<file path="src/hdl/ftvfs_pkg.sv">
`timescale 1ns / 1ps
// Shared types and constants for the FIX tag=value field splitter.
// Used by the field logic and the top level.
package ftvfs_pkg;

  // Width of byte offsets and of the running byte position.
  localparam int OFFSET_BITS = 32;
  localparam int TAG_ACC_BITS = 17;
  localparam int COUNT_BITS = 31;

  localparam logic [15:0] TAG_LIMIT = 16'hffff;
  localparam logic [15:0] LEN_LIMIT = 16'hffff;
  localparam logic [COUNT_BITS-1:0] COUNT_MAX = {COUNT_BITS{1'b1}};
  localparam logic [TAG_ACC_BITS-1:0] TAG_SAT = TAG_ACC_BITS'(32'h10000);
  localparam logic [7:0] DIGIT_ZERO = 8'h30;
  localparam logic [7:0] DIGIT_NINE = 8'h39;
  localparam logic [19:0] DEC_BASE = 20'd10;

  localparam logic [7:0] SEPARATOR_RESET = 8'h01;
  localparam logic [7:0] DELIMITER_RESET = 8'h3d;

  // Configuration register select, taken from paddr bit 2.
  localparam logic REG_SEPARATOR = 1'b0;
  localparam logic REG_DELIMITER = 1'b1;

  // Per-message parse state.
  typedef struct packed {
    logic                     in_value;
    logic [OFFSET_BITS-1:0]   pos;
    logic [TAG_ACC_BITS-1:0]  tag_acc;
    logic                     tag_bad;
    logic                     tag_has_digit;
    logic [OFFSET_BITS-1:0]   tag_start;
    logic [OFFSET_BITS-1:0]   value_start;
    logic [COUNT_BITS-1:0]    fields_seen;
  } parse_state_t;

  // Payload of one result transfer.
  typedef struct packed {
    logic                  field_valid;
    logic [15:0]           tag_number;
    logic [31:0]           tag_offset;
    logic [31:0]           value_offset;
    logic [15:0]           value_length;
    logic                  slow_path;
    logic                  message_done;
    logic [COUNT_BITS-1:0] field_count;
  } field_result_t;

endpackage

</file>
<file path="src/hdl/ftvfs_if.sv">
`timescale 1ns / 1ps
// Valid/ready channel interfaces for the field splitter's byte input
// and field result output. Depends on nothing but plain logic types.
interface ftvfs_in_if;
  logic       valid;
  logic       ready;
  logic [7:0] data_byte;
  logic       end_of_message;

  modport source (output valid, data_byte, end_of_message, input ready);
  modport sink (input valid, data_byte, end_of_message, output ready);
endinterface

interface ftvfs_out_if;
  logic        valid;
  logic        ready;
  logic        field_valid;
  logic [15:0] tag_number;
  logic [31:0] tag_offset;
  logic [31:0] value_offset;
  logic [15:0] value_length;
  logic        slow_path;
  logic        message_done;
  logic [30:0] field_count;

  modport source (output valid, field_valid, tag_number, tag_offset, value_offset,
                  value_length, slow_path, message_done, field_count, input ready);
  modport sink (input valid, field_valid, tag_number, tag_offset, value_offset,
                value_length, slow_path, message_done, field_count, output ready);
endinterface

</file>
<file path="src/hdl/fix_tag_value_field_splitter.sv">
`timescale 1ns / 1ps
// FIX tag=value field splitter top level: input register, parse step, result
// register and APB configuration; depends on ftvfs_pkg, ftvfs_if, ftvfs_field_logic.
// A byte passes the input register, and its result the result register, before that result transfers.
// Throughput: one byte per cycle; input stalls only while a result waits unaccepted
// and the held byte would produce another. Synchronous active-low reset clears the
// parse state and valid flags and restores separator SOH and delimiter '='.
module fix_tag_value_field_splitter
  import ftvfs_pkg::*;
(
  input  logic                clk,
  input  logic                rst_n,
  ftvfs_in_if.sink            in_ch,
  ftvfs_out_if.source         out_ch,
  input  logic                cfg_psel,
  input  logic                cfg_penable,
  input  logic                cfg_pwrite,
  input  logic [2:0]          cfg_paddr,
  input  logic [31:0]         cfg_pwdata,
  output logic [31:0]         cfg_prdata,
  output logic                cfg_pready
);

  logic [7:0]    separator_r;
  logic [7:0]    delimiter_r;
  logic          s1_valid_r;
  logic [7:0]    s1_byte_r;
  logic          s1_last_r;
  parse_state_t  state_r;
  parse_state_t  state_nxt;
  logic          emit;
  field_result_t result;
  logic          out_valid_r;
  field_result_t out_r;
  logic          out_free;
  logic          s1_advance;
  logic          cfg_write;

  // Configuration registers.
  assign cfg_pready = 1'b1;
  assign cfg_write  = cfg_psel && cfg_penable && cfg_pwrite;

  always_ff @(posedge clk) begin
    if (!rst_n) begin
      separator_r <= SEPARATOR_RESET;
      delimiter_r <= DELIMITER_RESET;
    end else if (cfg_write) begin
      unique case (cfg_paddr[2])
        REG_SEPARATOR: separator_r <= cfg_pwdata[7:0];
        REG_DELIMITER: delimiter_r <= cfg_pwdata[7:0];
        default: ;
      endcase
    end
  end

  always_comb begin
    unique case (cfg_paddr[2])
      REG_SEPARATOR: cfg_prdata = 32'(separator_r);
      REG_DELIMITER: cfg_prdata = 32'(delimiter_r);
      default:       cfg_prdata = '0;
    endcase
  end

  // Stage handshakes: the input stage moves on when it emits nothing or its result has room.
  assign out_free   = !out_valid_r || out_ch.ready;
  assign s1_advance = s1_valid_r && (!emit || out_free);
  assign in_ch.ready = !s1_valid_r || s1_advance;

  // Input register.
  always_ff @(posedge clk) begin
    if (!rst_n) begin
      s1_valid_r <= 1'b0;
    end else if (in_ch.ready) begin
      s1_valid_r <= in_ch.valid;
    end
  end

  always_ff @(posedge clk) begin
    if (in_ch.ready && in_ch.valid) begin
      s1_byte_r <= in_ch.data_byte;
      s1_last_r <= in_ch.end_of_message;
    end
  end

  // Parse step.
  ftvfs_field_logic u_field_logic (
    .separator_byte (separator_r),
    .delimiter_byte (delimiter_r),
    .data_byte      (s1_byte_r),
    .end_of_message (s1_last_r),
    .state          (state_r),
    .state_nxt      (state_nxt),
    .emit           (emit),
    .result         (result)
  );

  always_ff @(posedge clk) begin
    if (!rst_n) begin
      state_r <= '0;
    end else if (s1_advance) begin
      state_r <= state_nxt;
    end
  end

  // Result register.
  always_ff @(posedge clk) begin
    if (!rst_n) begin
      out_valid_r <= 1'b0;
    end else if (out_free) begin
      out_valid_r <= s1_advance && emit;
    end
  end

  always_ff @(posedge clk) begin
    if (s1_advance && emit) begin
      out_r <= result;
    end
  end

  assign out_ch.valid        = out_valid_r;
  assign out_ch.field_valid  = out_r.field_valid;
  assign out_ch.tag_number   = out_r.tag_number;
  assign out_ch.tag_offset   = out_r.tag_offset;
  assign out_ch.value_offset = out_r.value_offset;
  assign out_ch.value_length = out_r.value_length;
  assign out_ch.slow_path    = out_r.slow_path;
  assign out_ch.message_done = out_r.message_done;
  assign out_ch.field_count  = out_r.field_count;

  // A result without a field is only the end-of-message report.
  a_empty_is_done: assert property (@(posedge clk) disable iff (!rst_n)
    (out_valid_r && !out_r.field_valid) |-> out_r.message_done)
    else $error("result without field and without message end");

  // Slow-path fields carry no tag number.
  a_slow_no_tag: assert property (@(posedge clk) disable iff (!rst_n)
    (out_valid_r && out_r.slow_path) |-> (out_r.tag_number == 16'd0))
    else $error("slow-path field carries a tag number");

  // Consuming the last byte of a message restarts the byte position.
  a_restart: assert property (@(posedge clk) disable iff (!rst_n)
    (s1_advance && s1_last_r) |=> (state_r.pos == '0) && !state_r.in_value)
    else $error("parse state not cleared after message end");

  // The input stage never drops a byte it holds while the output is stalled.
  a_hold: assert property (@(posedge clk) disable iff (!rst_n)
    (s1_valid_r && emit && !out_free) |=> (s1_valid_r && $stable(s1_byte_r)))
    else $error("held byte lost under output stall");

endmodule

</file>
<file path="src/hdl/ftvfs_field_logic.sv">
`timescale 1ns / 1ps
// Combinational parse step: one byte against the current parse state.
// Depends on ftvfs_pkg for the state and result structs.
module ftvfs_field_logic
  import ftvfs_pkg::*;
(
  input  logic [7:0]    separator_byte,
  input  logic [7:0]    delimiter_byte,
  input  logic [7:0]    data_byte,
  input  logic          end_of_message,
  input  parse_state_t  state,
  output parse_state_t  state_nxt,
  output logic          emit,
  output field_result_t result
);

  logic [OFFSET_BITS-1:0] pos_inc;
  logic [OFFSET_BITS-1:0] len;
  logic [31:0]            len_ext;
  logic                   len_over;
  logic                   is_digit;
  logic [19:0]            acc_next;
  logic                   field_done;
  logic                   bad;
  logic [COUNT_BITS-1:0]  count_inc;

  // Shared arithmetic for the step.
  assign pos_inc  = state.pos + OFFSET_BITS'(1);
  assign len      = state.pos - state.value_start;
  assign len_ext  = 32'(len);
  assign len_over = len_ext > 32'(LEN_LIMIT);
  assign is_digit = (data_byte >= DIGIT_ZERO) && (data_byte <= DIGIT_NINE);
  assign acc_next = 20'(state.tag_acc) * DEC_BASE + 20'(data_byte - DIGIT_ZERO);
  assign field_done = state.in_value && (data_byte == separator_byte);
  assign bad = state.tag_bad || !state.tag_has_digit ||
               (state.tag_acc > TAG_ACC_BITS'(TAG_LIMIT)) || len_over;
  assign count_inc = (state.fields_seen < COUNT_MAX) ?
                     state.fields_seen + COUNT_BITS'(1) : state.fields_seen;

  // Next parse state; the last byte of a message returns it to reset.
  always_comb begin
    state_nxt = state;
    if (!state.in_value) begin
      if (data_byte == delimiter_byte) begin
        state_nxt.in_value    = 1'b1;
        state_nxt.value_start = pos_inc;
      end else if (is_digit) begin
        state_nxt.tag_acc = (acc_next > 20'(TAG_LIMIT)) ? TAG_SAT :
                            acc_next[TAG_ACC_BITS-1:0];
        state_nxt.tag_has_digit = 1'b1;
      end else begin
        state_nxt.tag_bad = 1'b1;
      end
    end else if (field_done) begin
      state_nxt.fields_seen   = count_inc;
      state_nxt.in_value      = 1'b0;
      state_nxt.tag_acc       = '0;
      state_nxt.tag_bad       = 1'b0;
      state_nxt.tag_has_digit = 1'b0;
      state_nxt.tag_start     = pos_inc;
    end
    state_nxt.pos = pos_inc;
    if (end_of_message) begin
      state_nxt = '0;
    end
  end

  // Result payload for a completed field or the message end.
  always_comb begin
    result = '0;
    result.message_done = end_of_message;
    result.field_count  = field_done ? count_inc : state.fields_seen;
    if (field_done) begin
      result.field_valid  = 1'b1;
      result.slow_path    = bad;
      result.tag_number   = bad ? 16'd0 : state.tag_acc[15:0];
      result.tag_offset   = 32'(state.tag_start);
      result.value_offset = 32'(state.value_start);
      result.value_length = len_over ? LEN_LIMIT : len_ext[15:0];
    end
  end

  assign emit = field_done || end_of_message;

endmodule
</file>
<file path="src/flat_wrapper.sv">
// flat-port wrapper written by rule: the top's interface ports become plain ports
module fix_tag_value_field_splitter_flat import ftvfs_pkg::*;
  (clk, rst_n, cfg_psel, cfg_penable, cfg_pwrite, cfg_paddr, cfg_pwdata, cfg_prdata, cfg_pready, in_ch_valid, in_ch_data_byte, in_ch_end_of_message, in_ch_ready, out_ch_valid, out_ch_field_valid, out_ch_tag_number, out_ch_tag_offset, out_ch_value_offset, out_ch_value_length, out_ch_slow_path, out_ch_message_done, out_ch_field_count, out_ch_ready);
  ftvfs_in_if in_ch_i ();
  ftvfs_out_if out_ch_i ();
  input  logic clk;
  input  logic rst_n;
  input  logic cfg_psel;
  input  logic cfg_penable;
  input  logic cfg_pwrite;
  input  logic [2:0] cfg_paddr;
  input  logic [31:0] cfg_pwdata;
  output logic [31:0] cfg_prdata;
  output logic cfg_pready;
  input wire logic [$bits(in_ch_i.valid)-1:0] in_ch_valid;
  input wire logic [$bits(in_ch_i.data_byte)-1:0] in_ch_data_byte;
  input wire logic [$bits(in_ch_i.end_of_message)-1:0] in_ch_end_of_message;
  output wire logic [$bits(in_ch_i.ready)-1:0] in_ch_ready;
  output wire logic [$bits(out_ch_i.valid)-1:0] out_ch_valid;
  output wire logic [$bits(out_ch_i.field_valid)-1:0] out_ch_field_valid;
  output wire logic [$bits(out_ch_i.tag_number)-1:0] out_ch_tag_number;
  output wire logic [$bits(out_ch_i.tag_offset)-1:0] out_ch_tag_offset;
  output wire logic [$bits(out_ch_i.value_offset)-1:0] out_ch_value_offset;
  output wire logic [$bits(out_ch_i.value_length)-1:0] out_ch_value_length;
  output wire logic [$bits(out_ch_i.slow_path)-1:0] out_ch_slow_path;
  output wire logic [$bits(out_ch_i.message_done)-1:0] out_ch_message_done;
  output wire logic [$bits(out_ch_i.field_count)-1:0] out_ch_field_count;
  input wire logic [$bits(out_ch_i.ready)-1:0] out_ch_ready;
  assign in_ch_i.valid = in_ch_valid;
  assign in_ch_i.data_byte = in_ch_data_byte;
  assign in_ch_i.end_of_message = in_ch_end_of_message;
  assign in_ch_ready = in_ch_i.ready;
  assign out_ch_valid = out_ch_i.valid;
  assign out_ch_field_valid = out_ch_i.field_valid;
  assign out_ch_tag_number = out_ch_i.tag_number;
  assign out_ch_tag_offset = out_ch_i.tag_offset;
  assign out_ch_value_offset = out_ch_i.value_offset;
  assign out_ch_value_length = out_ch_i.value_length;
  assign out_ch_slow_path = out_ch_i.slow_path;
  assign out_ch_message_done = out_ch_i.message_done;
  assign out_ch_field_count = out_ch_i.field_count;
  assign out_ch_i.ready = out_ch_ready;
  fix_tag_value_field_splitter u_core (.clk(clk), .rst_n(rst_n), .in_ch(in_ch_i), .out_ch(out_ch_i), .cfg_psel(cfg_psel), .cfg_penable(cfg_penable), .cfg_pwrite(cfg_pwrite), .cfg_paddr(cfg_paddr), .cfg_pwdata(cfg_pwdata), .cfg_prdata(cfg_prdata), .cfg_pready(cfg_pready));
endmodule
</file>
<file path="config.mk">
export PLATFORM = sky130hd
export DESIGN_NAME = fix_tag_value_field_splitter_flat
export DESIGN_NICKNAME = d
export VERILOG_FILES = /design/src/hdl/ftvfs_pkg.sv /design/src/hdl/ftvfs_if.sv /design/src/hdl/fix_tag_value_field_splitter.sv /design/src/hdl/ftvfs_field_logic.sv /design/src/flat_wrapper.sv
export SDC_FILE = /design/constraint.sdc
export NUM_CORES = 1
export LEC_CHECK = 0
export BUFFER_PORTS_ARGS = -buffer_cell sky130_fd_sc_hd__clkbuf_2
export CAP_MARGIN = 20
export CORE_ASPECT_RATIO = 1.25
export CORE_MARGIN = 4
export CORE_UTILIZATION = 45
export DETAILED_ROUTE_END_ITERATION = 12
export HOLD_SLACK_MARGIN = 0.1
export PLACE_DENSITY = 0.73
export SLEW_MARGIN = 20
export SYNTH_ARGS = -nofsm -noshare
export SYNTH_HDL_FRONTEND = slang
export SYNTH_SLANG_ARGS = --single-unit
</file>
<file path="constraint.sdc">
create_clock -name clk -period 17.56 [get_ports clk]
set_input_delay 1.756 -clock clk [delete_from_list [all_inputs] [get_ports clk]]
set_output_delay 1.756 -clock clk [all_outputs]
set_load 0.1 [all_outputs]
</file>
==> impl_metrics.env, run 1 <==
export IMPL_status="finished clean"
export IMPL_initial_utilization_pct=45.5
export IMPL_cp_max_fo=16
export IMPL_finalSetupViolCount=0
export IMPL_cts_hold_buf=0
export IMPL_root_buffer="clkbuf_16"
export IMPL_yosysSeqAreaShare_pct=45.3
export IMPL_postSynthAreaPerCell_um2=9.07
export IMPL_fin_worst_skew_ns=0.0160
export IMPL_wl_per_cell_um=17.2
export IMPL_synth_seq_cells=304
export IMPL_fin_nets=2074
export IMPL_slowest_stage="nor4_4"
export IMPL_ant_nets=0
export IMPL_fp_dieH_um=222
export IMPL_hold_ws_ns=0.448
export IMPL_wl_mm=42.1
export IMPL_criticalPathCategory="register to register"
export IMPL_antenna_found_initial=0
export IMPL_fin_crit_sh_pct=34.4
export IMPL_cts_sinks=304
export IMPL_postCtsResizedCells=0
export IMPL_slew_headroom_pct=27.5
export IMPL_grt_start_max_net_pins=110
export IMPL_worstHoldPathCells=2
export IMPL_critPathBufInv=0
export IMPL_vias=13600
export IMPL_peakVddDrop_uv=86.8
export IMPL_tightest_slew_ns=1.08
export IMPL_cts_buffers=31
export IMPL_final_common_cell="nand2_1"
export IMPL_design_area_um2=18600
export IMPL_worst_endpoint_required_ns=18.08
export IMPL_powerDensity_nw_per_um2=84.8
export IMPL_antenna_cells=0
export IMPL_min_path_type="register to register"
export IMPL_period_minus_slack_ns=6.05
export IMPL_cpLargestDelayFamily="simple AND/OR/NAND/NOR gates"
export IMPL_dieArea_um2=39900
export IMPL_yosysUniqueCellTypes=80
export IMPL_drv_cap=0
export IMPL_clkLatencyLatePin_ns=0.59
export IMPL_power_total_uw=1580
export IMPL_synthCells=1821
export IMPL_drive_gt1_share_pct=14.4
export IMPL_synth_ff_type="dfxtp_1"
export IMPL_r2r_slack_ns=11.51
export IMPL_fmax_mhz=165
export IMPL_worst_r2r_cell_count=20
export IMPL_finalHoldViolCount=0
export IMPL_grt_first_pass_wirelength_mm=66.4
export IMPL_chipWidth_um=179
export IMPL_ys_warn_count=0
export IMPL_synthToLayoutAreaGrowth_pct=12.8
export IMPL_grt_ovfl_total=0
export IMPL_num_rows=78
export IMPL_path_clk_slew_ns=0.06
export IMPL_place_ws_ns=11.53
export IMPL_worst_path_most_repeated_cell="ha_1"
export IMPL_gp_congestion=0.889
export IMPL_portBuffers=164
export IMPL_n_fill_cell=3390
export IMPL_clk_path_buf_depth=3
export IMPL_drc=0
export IMPL_ios=216
export IMPL_fin_tns_setup_ns=0
export IMPL_r2r_start="u_core.state_r[98]"
export IMPL_slew_violations=0
export IMPL_netlist_area_um2=16500
export IMPL_endpoint_kind="register"
export IMPL_synth_edf_count=139
export IMPL_final_cell_mix="nand2_1, a21oi_1, dfxtp_1"
export IMPL_cts_tree="built"
export IMPL_routed_via_density=5.56
export IMPL_hp_start="u_core.state_r[80]"
export IMPL_htreeDepth=1
export IMPL_coreArea_um2=36300
export IMPL_rsz0062_at_grt="no"
export IMPL_worstPathCellList="ha_1 > ha_1 > fa_1 > a21o_1 > a21oi_1 > o21bai_1 > a21o_1 > a21oi_1 > o21ai_0 > xor2_1 > ha_1 > nand4_1 > or2_1 > a2111oi_2 > nor2_1 > nand2_1 > o21ai_0 > or4_1 > nor4_4 > a22o_1"
export IMPL_hpwlAfterDp_mm=29.7
export IMPL_layout_setup_ws_ns=11.51
export IMPL_first_pass_iters=5
export IMPL_drt_iter0_drc=917
export IMPL_cpPeakStageDelay_ns=0.85
export IMPL_start_kind="register"
export IMPL_grtUsageTotal_pct=20.4
export IMPL_leakage_uw=0.00750
export IMPL_r2r_end="u_core.state_r[104]"
export IMPL_worstHoldEndpoint="u_core.state_r[80]"
export IMPL_place_area_um2=17600
export IMPL_grt_pass1_vias=13100
export IMPL_crit_arrival_ns=6.57
export IMPL_async_reset_ff_share_pct=0
export IMPL_postCtsSetupRepairBufs=0
## metal layers
layer,routed length [um],share of wire [%],vias to the layer above,global-route usage [%]
li1,-,-,6627,-
met1,16800,40,6483,24.2
met2,21700,52,386,36.9
met3,2170,5.2,85,2.91
met4,1450,3.4,0,7.72
met5,0,0,-,0
## worst max-delay path by stage
stage / start / slack [ns] / cells past startpoint / endpoint
3_3_place_gp: u_core.state_r[100] / 11.65 / 20 / u_core.state_r[103]
6_report: u_core.state_r[98] / 11.51 / 20 / u_core.state_r[104]
5_1_grt: u_core.state_r[98] / 11.04 / 20 / u_core.state_r[104]
3_5_place_dp: u_core.state_r[98] / 11.53 / 20 / u_core.state_r[104]
2_1_floorplan: out_ch_ready / 10.73 / 7 / u_core.out_ch.field_count[0]
4_1_cts: u_core.state_r[98] / 11.51 / 20 / u_core.state_r[104]
## power by group
part           leakage, uW  switching, uW  internal (uW)
sequential         0.00279           6.19            745
clock             0.000495            285            376
combinational      0.00421            131           37.0
## final cells by class
class | instances | area [um2] | share of cell area [%]
Inverter | 62 | 239 | 1.28
Timing Repair Buffer | 178 | 937 | 5.03
Clock inverter | 20 | 170 | 0.913
Sequential cell | 304 | 7480 | 40.1
Multi-Input combinational cell | 1361 | 8360 | 44.9
Clock buffer | 38 | 853 | 4.58
Tap cell | 480 | 601 | 3.22
## worst register-to-register path: stages (launching register included)
cell and delay (ns):
dfxtp_1 0.43, ha_1 0.27, ha_1 0.25, fa_1 0.42, a21o_1 0.20, a21oi_1 0.22, o21bai_1 0.10, a21o_1 0.20
a21oi_1 0.20, o21ai_0 0.25, xor2_1 0.23, ha_1 0.40, nand4_1 0.10, or2_1 0.25, a2111oi_2 0.50, nor2_1 0.12
nand2_1 0.08, o21ai_0 0.06, or4_1 0.60, nor4_4 0.85, a22o_1 0.25
## sequential cells by signal, indices dropped and copies added, names as in the netlist
register                    flops
u_core.out_ch.field_count      31
u_core.out_ch.message_done      1
u_core.state_r                147
u_core.out_ch.value_offset     32
u_core.out_ch.valid             1
u_core.out_ch.tag_offset       32
u_core.s1_byte_r                8
u_core.out_ch.value_length     16
u_core.s1_valid_r               1
u_core.out_ch.tag_number       16
u_core.out_ch.field_valid       1
u_core.delimiter_r              8
u_core.separator_r              8
u_core.s1_last_r                1
u_core.out_ch.slow_path         1
## cells by family (layout without fill, tap and decap cells)
family                   Yosys count  in the layout  synth area share (%)
adder cells (fa/ha/maj)           85             85                  6.57
AO/OA/AOI/OAI                    414            414                  15.7
multiplexers                       9              9                 0.606
flip-flops                       304            304                  45.3
XOR/XNOR                         127            127                  6.73
buffers and inverters            179            298                  4.94
AND/OR/NAND/NOR                  701            701                  20.1
other                              2             25                0.0455
## through the flow
step	instances	utilization, %
final	2443	51.3
after global placement	2384	48.4
after global routing	2443	51.3
after floorplan	1844	-
after CTS	2442	51.3
after detailed placement	2384	48.5
## synthesized netlist by cell type (all sizes together), types with 4 or more instances
| cell | n | area [um2] |
|---|---|---|
| o21bai | 8 | 60.1 |
| ha | 82 | 1030 |
| nor2 | 161 | 607 |
| dfxtp | 165 | 3300 |
| clkbuf | 72 | 270 |
| inv | 62 | 233 |
| nor2b | 6 | 37.5 |
| and3 | 21 | 131 |
| o211ai | 6 | 45.0 |
| a22oi | 13 | 97.6 |
| edfxtp | 139 | 4170 |
| nor4 | 12 | 133 |
| nor3b | 5 | 37.5 |
| a31oi | 27 | 181 |
| o21a | 11 | 82.6 |
| nand4 | 29 | 188 |
| nand2 | 275 | 1030 |
| a32oi | 4 | 35.0 |
| nor3 | 48 | 290 |
| nand2b | 7 | 43.8 |
| nand3b | 11 | 82.6 |
| nand3 | 59 | 295 |
| a21o | 27 | 203 |
| and2 | 38 | 238 |
| buf | 45 | 313 |
| a211oi | 11 | 87.6 |
| mux2 | 8 | 90.1 |
| or2 | 6 | 37.5 |
| o21ai | 73 | 365 |
| xor2 | 62 | 543 |
| xnor2 | 65 | 569 |
| or3 | 15 | 98.8 |
| o31ai | 4 | 30.0 |
| a21oi | 184 | 962 |
| a22o | 16 | 140 |
Note: power is estimated with default switching activity, not from simulation.
==> run 2: changes to the inputs <==
==> constraint.sdc (replaced) <==
create_clock -name clk -period 5.6 [get_ports clk]
set_input_delay 0.56 -clock clk [delete_from_list [all_inputs] [get_ports clk]]
set_output_delay 0.56 -clock clk [all_outputs]
set_load 0.1 [all_outputs]
==> impl_metrics.env, run 2 (synthesis gave the netlist of run 1 again) <==
export IMPL_htreeDepth=1
export IMPL_critPathBufInv=1
export IMPL_num_rows=78
export IMPL_power_switching_uw=1330
export IMPL_final_common_cell="nand2_1"
export IMPL_n_fill_cell=3395
export IMPL_criticalPathCategory="register to register"
export IMPL_wl_mm=42.8
export IMPL_layout_setup_ws_ns=0.332
export IMPL_cts_sinks=304
export IMPL_r2r_start="u_core.state_r[100]"
export IMPL_tightest_slew_ns=1.13
export IMPL_worst_path_most_repeated_cell="ha_1"
export IMPL_start_kind="register"
export IMPL_slowest_stage="or4_1"
export IMPL_antenna_cells=0
export IMPL_sw_frac_of_total_pct=26.5
export IMPL_worst_endpoint_required_ns=6.12
export IMPL_hold_ws_ns=0.156
export IMPL_clockPowerShare_pct=42.1
export IMPL_cts_buffers=30
export IMPL_cts_tree="built"
export IMPL_first_pass_iters=7
export IMPL_dieArea_um2=39900
export IMPL_drive_gt1_share_pct=15.1
export IMPL_placed_cells=2395
export IMPL_status="finished clean"
export IMPL_grt_first_pass_wirelength_mm=68.6
export IMPL_fin_tns_setup_ns=0
export IMPL_top_layer="met4"
export IMPL_fp_dieH_um=222
export IMPL_seq_power_share_pct=47.1
export IMPL_wl_met3_mm=2.33
export IMPL_hpwlAfterDp_mm=30.5
export IMPL_cp_max_fo=16
export IMPL_cpLargestDelayFamily="compound AO/OA/AOI/OAI gates"
export IMPL_final_cells=2452
export IMPL_fin_crit_sh_pct=94.1
export IMPL_root_buffer="clkbuf_16"
export IMPL_peakVddDrop_uv=281
export IMPL_finalSetupViolCount=0
export IMPL_path_clk_slew_ns=0.06
export IMPL_finalHoldViolCount=0
export IMPL_final_cell_mix="nand2_1, a21oi_1, clkbuf_2, dfxtp_1, nor2_1"
export IMPL_drv_cap=0
export IMPL_cts_hold_buf=0
export IMPL_drt_iter0_drc=887
export IMPL_fmax_mhz=190
export IMPL_grt_start_max_net_pins=98
export IMPL_min_path_type="input pin to register"
export IMPL_wl_met1_mm=17.3
export IMPL_synthToLayoutAreaGrowth_pct=13.6
export IMPL_grt_pass1_vias=13300
export IMPL_rsz0062_at_grt="no"
export IMPL_routed_via_density=5.55
export IMPL_ant_nets=0
export IMPL_portBuffers=164
export IMPL_utilization_pct=51.7
export IMPL_place_ws_ns=0.230
export IMPL_crit_arrival_ns=5.79
export IMPL_largest_register="u_core.state_r"
export IMPL_endpoint_kind="register"
export IMPL_wl_per_cell_um=17.5
export IMPL_grt_ovfl_total=0
export IMPL_vias=13600
export IMPL_p_int_uw=3670
export IMPL_fin_worst_skew_ns=0.0136
export IMPL_fin_nets=2084
export IMPL_initial_utilization_pct=45.5
export IMPL_coreArea_um2=36300
export IMPL_comb_power_share_pct=10.8
export IMPL_crit_start="u_core.state_r[100]"
export IMPL_worstPathCellList="ha_1 > ha_1 > fa_1 > a21o_1 > a21oi_1 > o21bai_1 > a21o_1 > a21oi_1 > o21ai_1 > xor2_1 > ha_1 > nand4_1 > or2_1 > a2111oi_4 > nor2_1 > nand2_1 > o21ai_0 > or4_1 > nor4_4 > buf_12 > a22o_1"
export IMPL_largest_register_ffs=147
export IMPL_ios=216
export IMPL_hp_start="in_ch_data_byte[1]"
export IMPL_clkLatencyLatePin_ns=0.58
export IMPL_drc=0
export IMPL_leakage_uw=0.00758
export IMPL_powerDensity_nw_per_um2=266
export IMPL_antenna_found_initial=0
export IMPL_slew_violations=0
export IMPL_chipWidth_um=179
export IMPL_grtUsageTotal_pct=21.0
export IMPL_clk_path_buf_depth=3
export IMPL_slew_headroom_pct=24.4
export IMPL_wl_met2_mm=21.6
export IMPL_gp_congestion=0.893
export IMPL_cpPeakStageDelay_ns=0.60
export IMPL_period_minus_slack_ns=5.27
[run 2: what timing repair did]
action,CTS,global route
endpoints found under the setup margin,0,16
setup buffers,0,0
resized for setup,0,3
[run 2: per-layer routing]
layer  up-vias  track usage (%)
met5         -                0
met4         0             8.01
met3        82             3.30
met2       379             37.0
met1      6517             25.6
li1       6634                -
[run 2: worst paths after layout]
path	slack, ns	depth (start not counted)	endpoint
worst max-delay path	0.33	21	u_core.state_r[107]
worst min-delay path	0.16	1	u_core.s1_byte_r[1]
worst max register to register	0.33	21	u_core.state_r[107]
worst min register to register	0.45	2	u_core.state_r[85]
[run 2: through the flow]
step,cell area [um2],total power (uW)
final,18800,5000
after global routing,18800,5180
after CTS,18700,5050
after detailed placement,17700,2940
after global placement,17700,2930
after floorplan,16600,2840
[run 2: worst reg2reg max path: cells and delay by family (launching register included)]
kind                       cells  cell delay (ns)
buffers and inverters          1             0.19
xor gates and xnor gates       1             0.18
adders and majority gates      4             1.31
DFF                            1             0.41
AOI/OAI and AO/OA              9             1.72
and+or+nand+nor                6             1.43
[run 2: area by class of cell]
cell class	count	area, um2	area share (%)
inverters	62	239	1.27
flip-flops and latches	304	7480	39.8
clock buffers	37	807	4.30
multi-input cells	1361	8360	44.5
well taps	480	601	3.20
clock inverters	19	228	1.21
repair buffers	189	1060	5.64
[run 2: power groups by stage]
stage / clock [uW] / combinational [uW] / sequential [uW]
after floorplan: 0 / 360 / 2480
after global placement: 0 / 528 / 2400
after detailed placement: 0 / 534 / 2400
after CTS: 2160 / 536 / 2350
after global routing: 2260 / 570 / 2350
final: 2110 / 538 / 2350
==> run 3: changes to the inputs <==
--- a/config.mk
+++ b/config.mk
@@ -7,12 +7,15 @@
 export LEC_CHECK = 0
 export BUFFER_PORTS_ARGS = -buffer_cell sky130_fd_sc_hd__clkbuf_2
 export CAP_MARGIN = 20
+export CELL_PAD_IN_SITES_DETAIL_PLACEMENT = 0
+export CELL_PAD_IN_SITES_GLOBAL_PLACEMENT = 1
 export CORE_ASPECT_RATIO = 1.25
 export CORE_MARGIN = 4
 export CORE_UTILIZATION = 45
+export CTS_CLUSTER_DIAMETER = 80
 export DETAILED_ROUTE_END_ITERATION = 12
 export HOLD_SLACK_MARGIN = 0.1
-export PLACE_DENSITY = 0.73
+export PLACE_DENSITY = 0.89
 export SLEW_MARGIN = 20
 export SYNTH_ARGS = -nofsm -noshare
 export SYNTH_HDL_FRONTEND = slang
==> impl_metrics.env, run 3 (synthesis gave the netlist of run 1 again) <==
export IMPL_htreeDepth=1
export IMPL_antenna_cells=0
export IMPL_gp_congestion=0.904
export IMPL_cts_hold_buf=0
export IMPL_cpLargestDelayFamily="compound AO/OA/AOI/OAI gates"
export IMPL_r2r_slack_ns=0.28
export IMPL_grtUsageTotal_pct=20.3
export IMPL_slew_violations=0
export IMPL_worst_path_most_repeated_cell="ha_1"
export IMPL_grt_pass1_vias=12900
export IMPL_finalHoldViolCount=0
export IMPL_ant_nets=0
export IMPL_finalSetupViolCount=0
export IMPL_slowest_stage="or4_1"
export IMPL_drive_gt1_share_pct=14.8
export IMPL_clk_path_buf_depth=3
export IMPL_drv_cap=0
export IMPL_peakVddDrop_uv=262
export IMPL_endpoint_kind="register"
export IMPL_place_area_um2=17600
export IMPL_cp_max_fo=16
export IMPL_ios=216
export IMPL_coreArea_um2=36300
export IMPL_status="finished clean"
export IMPL_slew_headroom_pct=29.1
export IMPL_largest_register="u_core.state_r"
export IMPL_postCtsSetupRepairBufs=0
export IMPL_largest_register_ffs=147
export IMPL_drt_iter0_drc=878
export IMPL_synthToLayoutAreaGrowth_pct=13.4
export IMPL_final_cells=2448
export IMPL_design_area_um2=18700
export IMPL_powerDensity_nw_per_um2=270
export IMPL_hpwlAfterDp_mm=29.8
export IMPL_final_common_cell="nand2_1"
export IMPL_wl_mm=41.4
export IMPL_n_fill_cell=3450
export IMPL_placed_cells=2389
export IMPL_fin_tns_setup_ns=0
export IMPL_antenna_found_initial=0
export IMPL_root_buffer="clkbuf_16"
export IMPL_fp_dieH_um=222
export IMPL_start_kind="register"
export IMPL_drc=0
export IMPL_fin_nets=2079
export IMPL_final_cell_mix="nand2_1, a21oi_1, dfxtp_1"
export IMPL_worst_endpoint_required_ns=6.11
export IMPL_num_rows=78
export IMPL_criticalPathCategory="register to register"
export IMPL_cts_sinks=304
export IMPL_cpPeakStageDelay_ns=0.59
export IMPL_utilization_pct=51.6
export IMPL_grt_ovfl_total=0
export IMPL_fin_crit_sh_pct=94.9
export IMPL_fmax_mhz=188
export IMPL_chipWidth_um=179
export IMPL_dieArea_um2=39900
export IMPL_vias=13300
export IMPL_tightest_slew_ns=1.06
export IMPL_grt_start_max_net_pins=92
export IMPL_fin_worst_skew_ns=0.0181
export IMPL_first_pass_iters=6
export IMPL_portBuffers=164
export IMPL_critPathBufInv=1
export IMPL_min_path_type="input pin to register"
export IMPL_rsz0062_at_grt="no"
export IMPL_cts_buffers=31
export IMPL_period_minus_slack_ns=5.32
export IMPL_crit_arrival_ns=5.82
export IMPL_wl_per_cell_um=16.9
export IMPL_leakage_uw=0.00756
export IMPL_path_clk_slew_ns=0.06
export IMPL_cts_tree="built"
export IMPL_clkLatencyLatePin_ns=0.57
export IMPL_routed_via_density=5.45
export IMPL_initial_utilization_pct=45.5
export IMPL_worstPathCellList="ha_1 > ha_1 > fa_1 > a21o_1 > a21oi_1 > o21bai_1 > a21o_1 > a21oi_1 > o21ai_1 > xor2_1 > ha_1 > nand4_1 > or2_1 > a2111oi_4 > nor2_1 > nand2_1 > o21ai_0 > or4_1 > nor4_4 > buf_12 > a22o_1"
export IMPL_grt_first_pass_wirelength_mm=66.1
[run 3: cell types whose count changed in the layout (fill, tap and decap cells not counted), sizes merged]
cell / before / now
buf: 25 / 19
clkinv: 13 / 14
bufinv: 4 / 6
clkinvlp: 2 / 3
clkbuf: 201 / 197
inv: 62 / 64
[run 3: final timing paths]
kind / startpoint / to / cells past startpoint
worst min register to register: u_core.state_r[74] / u_core.state_r[74] / 2
worst max-delay path: u_core.state_r[100] / u_core.state_r[110] / 21
worst min-delay path: in_ch_data_byte[7] / u_core.s1_byte_r[7] / 1
worst max register to register: u_core.state_r[100] / u_core.state_r[110] / 21
[run 3: what timing repair did]
item	in CTS	in global routing
resized for setup	0	2
hold endpoints to repair	0	0
setup endpoints to repair	0	16
[run 3: cell type report]
| type | instances | area [um2] | area share (%) |
|---|---|---|---|
| Clock buffer | 33 | 783 | 4.18 |
| Clock inverter | 25 | 299 | 1.60 |
| Inverter | 62 | 239 | 1.27 |
| Multi-Input combinational cell | 1361 | 8360 | 44.6 |
| Sequential cell | 304 | 7480 | 39.9 |
| Tap cell | 480 | 601 | 3.20 |
| Timing Repair Buffer | 183 | 988 | 5.27 |
[run 3: through the flow]
stage	power [uW]	hold slack (ns)	setup slack (ns)
6_report	5060	0.170	0.283
3_5_place_dp	2930	0.438	0.229
5_1_grt	5230	0.148	0.0382
2_1_floorplan	2840	0.416	0.612
4_1_cts	5110	0.141	0.190
3_3_place_gp	2920	0.430	0.376
[run 3: layer usage]
metal  up-vias  global-route usage [%]  part of all wire, %
li1       6620                       -                    -
met1      6278                    24.8                   42
met2       340                    35.6                   50
met3        96                    3.18                  5.2
met4         0                    7.62                  3.7
met5         -                       0                    0
[run 3: power by group]
group | internal (uW) | switching (uW) | leakage (uW) | total (uW)
sequential | 2340 | 19.6 | 0.00279 | 2350
clock | 1300 | 881 | 0.000525 | 2180
combinational | 117 | 410 | 0.00424 | 527
total | 3750 | 1310 | 0.00756 | 5060
